**src/rtl/core/mseu_regfile.sv**
```systemverilog
// mseu_regfile: 32 x 32 register file, two registered read ports, one write port
// r0 never written; per-entry valid bits give the all-zero reset; does not use mseu_pkg
`default_nettype none
module mseu_regfile (
	input  wire logic        clk,
	input  wire logic        arst_n,
	input  wire logic        rd_en,
	input  wire logic [4:0]  rd_a,
	input  wire logic [4:0]  rd_b,
	output logic      [31:0] rdata_a,
	output logic      [31:0] rdata_b,
	input  wire logic        wr_en,
	input  wire logic [4:0]  wr_a,
	input  wire logic [31:0] wr_data
);
	logic [31:0] mem_q [32];
	logic [31:0] vld_q;
	logic [31:0] rdata_a_q;
	logic [31:0] rdata_b_q;

	always_ff @(posedge clk or negedge arst_n) begin
		if (!arst_n) begin
			vld_q <= '0;
		end else if (wr_en && wr_a != 5'd0) begin
			vld_q[wr_a] <= 1'b1;
		end
	end

	always_ff @(posedge clk) begin
		if (wr_en && wr_a != 5'd0) begin
			mem_q[wr_a] <= wr_data;
		end
		if (rd_en) begin
			rdata_a_q <= vld_q[rd_a] ? mem_q[rd_a] : 32'd0;
			rdata_b_q <= vld_q[rd_b] ? mem_q[rd_b] : 32'd0;
		end
	end

	assign rdata_a = rdata_a_q;
	assign rdata_b = rdata_b_q;
endmodule
`default_nettype wire

```
**config.mk**
```make
export PLATFORM = sky130hd
export DESIGN_NAME = mseu_regfile
export DESIGN_NICKNAME = d
export VERILOG_FILES = /design/src/rtl/core/mseu_regfile.sv
export SDC_FILE = /design/constraint.sdc
export NUM_CORES = 1
export LEC_CHECK = 0
export BUFFER_PORTS_ARGS = -buffer_cell sky130_fd_sc_hd__buf_4
export CAP_MARGIN = 0
export CORE_ASPECT_RATIO = 0.5
export CORE_MARGIN = 2
export CORE_UTILIZATION = 50
export CTS_BUF_LIST = sky130_fd_sc_hd__clkbuf_4 sky130_fd_sc_hd__clkbuf_8
export DETAILED_ROUTE_END_ITERATION = 8
export PLACE_DENSITY = 0.65
export SYNTH_ARGS = -nofsm -noshare
export SYNTH_HDL_FRONTEND = slang
export SYNTH_SLANG_ARGS = --single-unit
```
**constraint.sdc**
```tcl
create_clock -name clk -period 2.35 [get_ports clk]
set_input_delay 0.5875 -clock clk [delete_from_list [all_inputs] [get_ports clk]]
set_output_delay 0.5875 -clock clk [all_outputs]
set_load 0.02 [all_outputs]
```
==> results list <==
- The run finished with clean final reports.
- The number of cells on the worst reg-to-reg path is 6.
* Count of buffer and inverter cells on the critical path: 1
- For this run, design rule violations remaining after detail routing come to 0.
- TritonCTS buffer count: 162
- Signal arrival time at the worst endpoint: 1.65 ns
- Crit-path leading delay family: flip-flops
* Startpoint Class: flip-flop
- Summed over all failing endpoints, the final setup total negative slack is 0 ns.
* Netlist cell types: 38
- Maximum achievable frequency: 0.447 GHz
- Delay of the slowest critical-path stage: 0.55 ns
- The initialized floorplan defines 83 standard-cell rows.
- Design Area, Final: 60800 sq um
- Classification of the worst-slack hold path: in2reg
- Registers take 33500 sq um.
- Basic-gate share of the synthesized area counting and, or, nand and nor cells: 3.51%
* Top cells by count, synth: 1088 x edfxtp_1, 520 x mux2i_1, 268 x mux4_2
* Horizontal die dimension: 460 um
* Clk_skew: 0.0261 ns
- In the synthesized netlist the async set-or-reset flop fraction comes to 2.86%.
- Post-route minimum period: 2.24 ns
- Area of the core: 103000 sq um
- Normalized max-slew margin: 30.1%
- The synthesized netlist devotes 7.35% of its cell area to compound gates.
- Clock tree from TritonCTS: built
- The clock drives 1120 sinks.
- Max-cap violations in this run came to 0.
- Highest net fanout along the worst path: 1
- Clock network latency to the later pin of the worst-skew pair: 0.88 ns
- The signal on the critical path passes through buf_4.
- The final number of hold-violating endpoints was 0.
* Final-stage net count: 3486
* Cts repair resizes: 0
- After detailed routing, the number of vias per cell comes to 6.79.
- Wires add up to 167000 um.
- Final standard cell utilization of the core: 59.2%
* Final Cycle Share: 95.1%
- Number of flops mapped to enable cells by yosys: 1088
- The worst-case IR drop observed on VDD is 604 uV.
- Floorplan die height: 232 um
- Each instance of the synthesized netlist takes up on average 17.0 sq um.
- The H-tree was split into 4 levels.
- Number of nets with antenna violations after detailed routing: 0
- Total routing resource utilization after global routing: 31.4%
- For hold timing, the worst endpoint is mem_q[10][22].
- WP data required: 1.76 ns
- Dominant combinational cell family by area after synthesis: multiplexers
* Routability congestion estimate: 0.865
- Maximum buffer depth of the clock tree: 3
* Synthesized instance count: 3047
- Post-synthesis xor/xnor area fraction: 0%
* Worst hold stages: 1
* Worst path slowest cell: edfxtp_1
- Entering global routing, the biggest net connects 48 pins.
* Post-layout total power: 43.6 mW
- Type of the worst setup path: reg2out
- In the synthesized netlist the dominant register cell turns out to be edfxtp_1.
* Post-placement cell area: 57500 sq um
* Endpoint class of the critical path: output pin
- Global route total overflow: 0
- The via count of the first global-routing pass came to 33700.
- Leakage dissipation: 21.3 nW
- Slew at the pin with the worst max-slew slack: 1.05 ns
* Starting density of the core: 50.5%
- Of the cells placed in the final design, the portion with a size suffix greater than 1 is 29.8%.
- The layout has 7593 filler cells.
* Final Slew Violations: 0
* Dominant cells by area after synthesis: edfxtp_1 63%, mux4_2 12%, mux2i_1 10%, a221oi_1 4.2%, dfrtp_1 1.5%
* Number of top-level pins: 115
- edfxtp_1 takes more of the synthesized area than any other cell.
- The die covers 107000 sq um.
- Summing the sequential cell areas from Yosys gives 64.5% of the chip area.
* Total power per unit cell area: 718 nW/um^2
- In the final layout, the multi-input gates occupy 17300 sq um.
- Measured against the total synthesized area, the mux share comes to 21.8%.
- Global-route wire length before repair: 236000 um
* Area delta synth->final: 17.2%
- The endpoint identified for the worst register-to-register timing path is rdata_a[2].
- Adder-cell share of the synthesized area: 0%
- The Yosys step of the flow raised 0 warnings.
- Netlist area before placement: 51900 sq um
- Total setup buffers inserted after CTS: 0
* Register-to-register setup slack: 0.19 ns
- Most repeated cell in the gate-level netlist after synthesis: edfxtp_1
* Post-detailed-placement half-perimeter wirelength: 101000 um
* First-pass DRT Iterations: 6
- Crit Reg-Reg Startpoint: vld_q[19]
- Count of input and output buffers: 114
- Clock-pin slew was measured on the worst setup and hold paths at 0.07 ns.
- Setup violations remaining at the end of the flow were counted as 0.
* Initial antenna violation count: 6
* Count of routing violations after the opening detailed-route iteration: 4575
- In this run the most critical hold path is launched from wr_data[22].
* Number of hold-repair buffers added at the cts stage: 1
- Yosys reg bits: 1120
- Clock root buffer: clkbuf_8
- The routed layout has 33500 vias.
- RSZ-0062 raised after global routing: no
* Fraction of post-synthesis cell area in the top cell type by area: 63.0%
- Wirelength per Cell: 33.8 um
-- registers in the layout, indices dropped and copies added (netlist names) --
register and cells:
rdata_b 32, mem_q 1024, rdata_a 32, vld_q 32
-- report_power, final --
group	switching, mW	internal (mW)
clock network	7.77	8.12
registers	0.355	22.5
logic	2.82	2.09
-- placed cells by master (no fill, tap or decap), types with 4 or more instances in the layout --
cell        synthesis  final
a22oi_1            64     64
nor2_1             97     68
clkinv_2            0     19
nand3b_1            5      5
mux4_2            268    268
or2_2              31     31
nand2_1             7      7
a311oi_1            4      4
o21ai_0           109    109
nand3_1            72     71
bufinv_16           0      4
conb_1              1     32
nor2_4              0     29
a21oi_1            64     64
clkinv_1            0     33
clkinvlp_4          0      7
a221oi_2           10     10
clkbuf_4            2     55
mux2_2              4      4
dfrtp_1            32     32
o211ai_1            4      4
and3_1             64     64
buf_4              29    306
mux2i_1           520    520
clkbuf_8            0    173
nor3_1             67     64
buf_12              0    133
a221oi_1          246    246
o21ai_1            19     19
edfxtp_1         1088   1088
-- logic make-up (layout without fill, tap and decap cells) --
kind of cell	after synthesis	count (layout)
AND/OR/NAND/NOR	359	359
buffers and inverters	255	741
multiplexers	792	792
AO/OA/AOI/OAI	520	520
flip-flops	1120	1120
other	1	35
-- layout make-up --
cell class                      instances  area share (%)
Antenna cell                            3          0.0124
Clock buffer                          228            4.60
Clock inverter                         65           0.690
Inverter                                4          0.0288
Multi-Input combinational cell       1703            28.5
Sequential cell                      1120            55.1
Tap cell                             1360            2.80
Timing Repair Buffer                  444            8.26
-- how the worst max path moves through the flow --
| stage | slack (ns) | depth (start not counted) | from | endpoint |
|---|---|---|---|---|
| finish | 0.11 | 1 | rdata_a[10] | rdata_a[10] |
| CTS | 0.06 | 1 | rdata_b[0] | rdata_b[0] |
| floorplan | -0.25 | 3 | wr_a[3] | mem_q[10][0] |
| global placement | -0.25 | 9 | rd_a[0] | rdata_a[24] |
| detailed placement | -0.28 | 9 | rd_b[0] | rdata_b[27] |
| global route | 0.09 | 1 | rdata_b[10] | rdata_b[10] |
-- layer usage --
metal,vias to the layer above,share of wire [%],wire length (um),global-route usage [%]
met2,2201,46,76100,48.8
met4,4,3.5,5840,11.7
met5,-,0.016,27,0
li1,13600,-,-,-
met1,17200,39,65200,43.5
met3,425,12,19600,7.52
-- stage by stage --
| stage | cells | setup WS [ns] | hold slack (ns) |
|---|---|---|---|
| after detailed placement | 4630 | -0.276 | 0.395 |
| after global placement | 4630 | -0.255 | 0.390 |
| after global routing | 4925 | 0.0880 | 0.0979 |
| after CTS | 4924 | 0.0578 | 0.0427 |
| after floorplan | 3078 | -0.250 | 0.292 |
| final | 4927 | 0.114 | 0.113 |
(Power assumes the default switching activity.)
