==> src/rtl/core/mseu_pkg.sv <==
// mseu_pkg: shared types, opcodes and constants of the mips subset execute unit
// used by every module under rtl/core except mseu_regfile
`default_nettype none
package mseu_pkg;

	localparam int DATA_WORDS_DEF = 1024;
	localparam logic [31:0] RETURN_MARKER = 32'hDEADBEEF;

	localparam logic [5:0] OP_SPECIAL = 6'd0;
	localparam logic [5:0] OP_REGIMM  = 6'd1;
	localparam logic [5:0] OP_BEQ     = 6'd4;
	localparam logic [5:0] OP_BNE     = 6'd5;
	localparam logic [5:0] OP_ADDIU   = 6'd9;
	localparam logic [5:0] OP_SLTI    = 6'd10;
	localparam logic [5:0] OP_SLTIU   = 6'd11;
	localparam logic [5:0] OP_ANDI    = 6'd12;
	localparam logic [5:0] OP_ORI     = 6'd13;
	localparam logic [5:0] OP_XORI    = 6'd14;
	localparam logic [5:0] OP_LUI     = 6'd15;
	localparam logic [5:0] OP_LH      = 6'd33;
	localparam logic [5:0] OP_LW      = 6'd35;
	localparam logic [5:0] OP_SH      = 6'd41;
	localparam logic [5:0] OP_SW      = 6'd43;

	localparam logic [5:0] FN_SLL  = 6'd0;
	localparam logic [5:0] FN_SRA  = 6'd3;
	localparam logic [5:0] FN_SLLV = 6'd4;
	localparam logic [5:0] FN_JR   = 6'd8;
	localparam logic [5:0] FN_JALR = 6'd9;
	localparam logic [5:0] FN_MFHI = 6'd16;
	localparam logic [5:0] FN_MFLO = 6'd18;
	localparam logic [5:0] FN_MULT = 6'd24;
	localparam logic [5:0] FN_DIV  = 6'd26;
	localparam logic [5:0] FN_ADDU = 6'd33;
	localparam logic [5:0] FN_SUB  = 6'd34;
	localparam logic [5:0] FN_SUBU = 6'd35;
	localparam logic [5:0] FN_AND  = 6'd36;
	localparam logic [5:0] FN_OR   = 6'd37;
	localparam logic [5:0] FN_XOR  = 6'd38;
	localparam logic [5:0] FN_SLT  = 6'd42;

	localparam logic [4:0] RT_BGEZ = 5'd1;
	localparam logic [4:0] REG_RA  = 5'd31;

	typedef struct packed {
		logic        mode;
		logic [31:0] instruction_word;
		logic [31:0] start_address;
	} cmd_item_t;

	typedef struct packed {
		logic [31:0] fetch_address;
		logic        finished;
		logic        invalid_op;
		logic        store_valid;
		logic        store_half;
		logic [31:0] store_address;
		logic [31:0] store_data;
	} res_item_t;

	typedef struct packed {
		logic        start;
		logic        div;
		logic        sgn;
		logic [31:0] a;
		logic [31:0] b;
	} md_req_t;

	typedef struct packed {
		logic        done;
		logic [31:0] hi;
		logic [31:0] lo;
	} md_rsp_t;

endpackage
`default_nettype wire

==> src/rtl/core/mseu_muldiv.sv <==
// mseu_muldiv: shared iterative unit, radix-2 shift-add multiply and restoring divide
// 32 steps plus a sign fix-up step; uses mseu_pkg request and response types
`default_nettype none
module mseu_muldiv (
	input  wire logic              clk,
	input  wire logic              arst_n,
	input  wire mseu_pkg::md_req_t req,
	output mseu_pkg::md_rsp_t      rsp
);
	localparam logic [1:0] MD_IDLE = 2'd0;
	localparam logic [1:0] MD_RUN  = 2'd1;
	localparam logic [1:0] MD_FIN  = 2'd2;

	logic [1:0]  state_q;
	logic [4:0]  cnt_q;
	logic [31:0] hi_q;
	logic [31:0] lo_q;
	logic [31:0] opd_q;
	logic        div_q;
	logic        neg_lo_q;
	logic        neg_hi_q;
	logic        done_q;
	logic [31:0] res_hi_q;
	logic [31:0] res_lo_q;

	logic        sa;
	logic        sb;
	logic [31:0] a_abs;
	logic [31:0] b_abs;
	logic [32:0] msum;
	logic [32:0] dshift;
	logic [33:0] ddiff;
	logic [63:0] prod_neg;

	always_comb begin
		sa = req.sgn & req.a[31];
		sb = req.sgn & req.b[31];
		a_abs = sa ? (32'd0 - req.a) : req.a;
		b_abs = sb ? (32'd0 - req.b) : req.b;
		msum = lo_q[0] ? ({1'b0, hi_q} + {1'b0, opd_q}) : {1'b0, hi_q};
		dshift = {hi_q, lo_q[31]};
		ddiff = {1'b0, dshift} - {2'b00, opd_q};
		prod_neg = 64'd0 - {hi_q, lo_q};
	end

	always_ff @(posedge clk or negedge arst_n) begin
		if (!arst_n) begin
			state_q <= MD_IDLE;
			cnt_q <= '0;
			done_q <= 1'b0;
		end else begin
			done_q <= 1'b0;
			unique case (state_q)
				MD_IDLE: begin
					if (req.start) begin
						state_q <= MD_RUN;
						cnt_q <= '0;
					end
				end
				MD_RUN: begin
					cnt_q <= cnt_q + 5'd1;
					if (cnt_q == 5'd31) begin
						state_q <= MD_FIN;
					end
				end
				MD_FIN: begin
					state_q <= MD_IDLE;
					done_q <= 1'b1;
				end
				default: begin
					state_q <= MD_IDLE;
				end
			endcase
		end
	end

	always_ff @(posedge clk) begin
		if (state_q == MD_IDLE && req.start) begin
			hi_q <= '0;
			lo_q <= a_abs;
			opd_q <= b_abs;
			div_q <= req.div;
			neg_lo_q <= sa ^ sb;
			neg_hi_q <= req.div ? sa : (sa ^ sb);
		end else if (state_q == MD_RUN) begin
			if (div_q) begin
				hi_q <= ddiff[33] ? dshift[31:0] : ddiff[31:0];
				lo_q <= {lo_q[30:0], ~ddiff[33]};
			end else begin
				hi_q <= msum[32:1];
				lo_q <= {msum[0], lo_q[31:1]};
			end
		end else if (state_q == MD_FIN) begin
			if (div_q) begin
				res_lo_q <= neg_lo_q ? (32'd0 - lo_q) : lo_q;
				res_hi_q <= neg_hi_q ? (32'd0 - hi_q) : hi_q;
			end else begin
				res_lo_q <= neg_lo_q ? prod_neg[31:0] : lo_q;
				res_hi_q <= neg_lo_q ? prod_neg[63:32] : hi_q;
			end
		end
	end

	assign rsp.done = done_q;
	assign rsp.hi = res_hi_q;
	assign rsp.lo = res_lo_q;
endmodule
`default_nettype wire

==> config.mk <==
export PLATFORM = sky130hd
export DESIGN_NAME = mseu_muldiv
export DESIGN_NICKNAME = d
export VERILOG_FILES = /design/src/rtl/core/mseu_pkg.sv /design/src/rtl/core/mseu_muldiv.sv
export SDC_FILE = /design/constraint.sdc
export NUM_CORES = 1
export LEC_CHECK = 0
export ABC_AREA = 1
export CAP_MARGIN = 30
export CORE_ASPECT_RATIO = 0.8
export CORE_MARGIN = 3
export CORE_UTILIZATION = 40
export CTS_CLUSTER_DIAMETER = 120
export DETAILED_ROUTE_END_ITERATION = 8
export DONT_BUFFER_PORTS = 1
export MAX_ROUTING_LAYER = met4
export PLACE_DENSITY = 0.54
export SYNTH_ARGS = -nofsm -noshare
export SYNTH_HDL_FRONTEND = slang
export SYNTH_SLANG_ARGS = --single-unit
==> constraint.sdc <==
create_clock -name clk -period 5.2 [get_ports clk]
set_clock_uncertainty 0.05 [all_clocks]
set_input_delay 0.26 -clock clk [delete_from_list [all_inputs] [get_ports clk]]
set_output_delay 0.26 -clock clk [all_outputs]
set_load 0.005 [all_outputs]
==> metrics.md <==
| Metric | Value |
|---|---|
| Status | `complete, no violations` |
| Crit path capture type | `flop` |
| Cts bufs inserted | `17` |
| Final nets | `2789` |
| Most numerous cell in the Yosys netlist | `nand2_1` |
| Fill cell count | `4338` |
| Cell area after layout | `17790 sq um` |
| Leakage power | `8.864 nW` |
| Fmax | `304.2 MHz` |
| Post-synth top area cell | `edfxtp_1` |
| Final setup violation count | `0` |
| DRC | `0` |
| Yosys warnings | `0` |
| IO Pins | `134` |
| CTS H-tree depth | `4` |
| Synthesized instance count | `2655` |
| Critical path type | `flop to flop` |
| Async set-reset flop share out of synthesis | `4.678%` |
| Worst-path fanout max | `32` |
| Non-Filler Instances | `3197` |
| Clk slew on worst S/H paths | `0.08 ns` |
| Fin. Hold Viols | `0` |
| Tightest Hold Check Type | `primary input to flop` |
| Post-synth top flop | `edfxtp_1` |
| Post-DP HPWL | `53090 um` |
| Largest cells by area after synthesis | `edfxtp_1 (24%), nand2_1 (21%), inv_1 (9.0%), nor2_1 (6.5%), xor2_1 (6.4%)` |
| Multi-input gate area | `9831 sq um` |
| Post-synth top cells | `nand2_1 (939), inv_1 (392), nor2_1 (286), nand3_1 (193), o21ai_0 (145)` |
| Pre-CTS setup slack | `2.097 ns` |
| Worst Path Arrival | `3.27 ns` |
| Register Area | `4775 sq um` |
| Seq cells post-synth | `171` |
| Most crowded layer after global routing | `met1` |
| Max-cap viol count | `0` |
| Initial DRC Count | `1945` |
| Fin crit share | `63.23%` |
| RSZ-0062 raised after global routing | `false` |
| Max-slew violations | `0` |
| Met1 Track Usage GR | `49.20%` |
| Final min period | `3.288 ns` |
| Crit path required time | `5.18 ns` |
| Max clock buf depth | `2` |
| GR Util met3 | `6.044%` |
| Peak VDD IR | `0.3869 mV` |
| Final ANT Viol Nets | `0` |
| First-pass GRT wire length | `96710 um` |
| Clock sinks | `171` |
| Final Core Density | `44.55%` |
| Worst-Skew Late Latency | `0.47 ns` |
| GRT met2 Usage | `37.84%` |
| Largest net degree at the start of global routing | `72` |
| Syn_nets | `2796` |
| Switching share of power | `56.26%` |
| Standard-cell rows | `65` |
| Die W | `232.5 um` |
| Reg power frac | `25.0%` |
| Grt ovf | `0` |
| Initial antenna violation count | `1` |
| Die H | `187.2 um` |
| CTS tree | `built` |
| Internal | `4.673 mW` |
| Syn-to-layout area delta | `8.385%` |
| Antenna cells | `0` |
| Slew margin rel. | `28.58%` |
| Cell area after synthesis | `16410 sq um` |
| Clk pwr share | `12.4%` |
| WL/cell | `20.43 um` |
| Layout cells sized above 1 | `3.119%` |
| Avg Vias per Cell | `5.374` |
| Syn avg cell area | `6.182 sq um` |
| Tot GR Track Use | `30.34%` |
| Core footprint | `39930 sq um` |
| Gpl congestion | `0.9975` |
| Post-route setup slack | `1.912 ns` |
| PD cells | `600.5 nW/um^2` |
| Number of flops mapped to enable cells by yosys | `131` |
| Root Driver | `clkbuf_16` |
| Worst Tran Pin Value | `1.060 ns` |
| TritonRoute pass-1 iters | `5` |
| DR vias | `17.18k` |
| Netlist cell types | `45` |
| Sequential cell area fraction in the yosys report | `29.09%` |
| Final TNS setup | `0 ns` |
| Critical Path Start Type | `flop` |
| P_sw | `6.010 mW` |
| Vias in the first global route | `15.26k` |
| Area share of the largest cell type after synthesis | `23.97%` |
| Initial Utilization | `41.11%` |
| # placed instances | `3136` |
| Post-placement cell area | `16910 sq um` |
| PortBufs | `0` |
| Routed wire length | `65320 um` |
| Die area | `43520 sq um` |
| Comb power frac | `62.6%` |
[through the flow]
step	hold slack (ns)	power, mW
2_1_floorplan	-0.08559	6.895
5_1_grt	0.01247	11.49
4_1_cts	0.009644	10.53
6_report	0.01113	10.68
3_5_place_dp	-0.08528	9.165
3_3_place_gp	-0.08526	9.139
[worst max-delay path, cell delays in order, from the launching register on]
cell and delay (ns):
edfxtp_1 0.37, buf_4 0.29, inv_2 0.18, ha_1 0.21
nand3_1 0.14, nor2_2 0.26, nand2_1 0.14, nor2_1 0.47
xor2_1 0.18, o21ai_0 0.09, nand2_1 0.07, o21ai_0 0.40
[routing by layer]
layer	part of all wire [%]	wire length, um	vias up
li1	-	-	8367
met5	0	0	-
met2	37	24290	754
met4	1.4	888	0
met3	9.6	6294	47
met1	52	33850	8014
[cells by family (layout without fill, tap and decap cells)]
logic type                 Yosys count  count (layout)  share of synthesized area, %
AOI/OAI and AO/OA                  275             275                         8.735
xor gates and xnor gates           139             139                         7.417
adders and majority gates           72              72                         5.580
buffers and inverters              470             476                         11.10
DFF                                171             171                         29.09
and+or+nand+nor                   1528            1528                         38.08
[state kept, by name, indices dropped and copies added, names as in the netlist]
name,flops
hi_q,32
lo_q,32
opd_q,32
res_hi_q,32
res_lo_q,32
cnt_q,5
state_q,2
div_q,1
done_q,1
neg_hi_q,1
neg_lo_q,1
[what timing repair did]
| item | 4_1_cts | 5_1_grt |
|---|---|---|
| gates resized for setup | 0 | 0 |
| hold endpoints to repair | 37 | 0 |
| hold buffers | 29 | 0 |
| setup buffers | 0 | 0 |
[final timing paths]
check                          from          end  slack [ns]  cells past startpoint
min in group asynchronous    arst_n     cnt_q[4]        0.09                      1
setup / recovery            lo_q[0]  res_hi_q[0]        1.91                     11
hold reg to reg            cnt_q[0]     cnt_q[0]        0.46                      1
max in group asynchronous    arst_n     cnt_q[3]        4.74                      1
hold / removal              req[60]     lo_q[28]        0.01                      2
setup reg to reg            lo_q[0]  res_hi_q[0]        1.91                     11
[power by group through the flow]
stage	logic, mW	clock network (mW)	registers (mW)
2_1_floorplan	4.58	0	2.32
3_3_place_gp	6.47	0	2.67
3_5_place_dp	6.49	0	2.67
4_1_cts	6.55	1.35	2.64
5_1_grt	7.40	1.40	2.69
6_report	6.69	1.32	2.68
[cell type report]
class	count	area share, %
clock buffer	17	2.391
timing repair buffer	44	2.377
sequential	171	26.84
clock inverter	15	0.9283
inverter	400	8.439
tap	536	3.770
multi-input combinational	2014	55.26
[cell usage in the layout (no fill, tap or decap), types with 6 or more instances in the layout]
| cell | instances |
|---|---|
| a21oi_1 | 104 |
| and2_1 | 9 |
| buf_4 | 14 |
| clkbuf_16 | 17 |
| dfrtp_1 | 8 |
| dfxtp_1 | 32 |
| dlygate4sd3_1 | 29 |
| edfxtp_1 | 131 |
| ha_1 | 70 |
| inv_1 | 391 |
| nand2_1 | 939 |
| nand2_2 | 6 |
| nand3_1 | 192 |
| nand4_1 | 22 |
| nor2_1 | 285 |
| nor2_2 | 9 |
| nor3_1 | 39 |
| o21ai_0 | 145 |
| xnor2_1 | 19 |
| xor2_1 | 120 |
No activity file was read; power rests on OpenSTA's default activity.
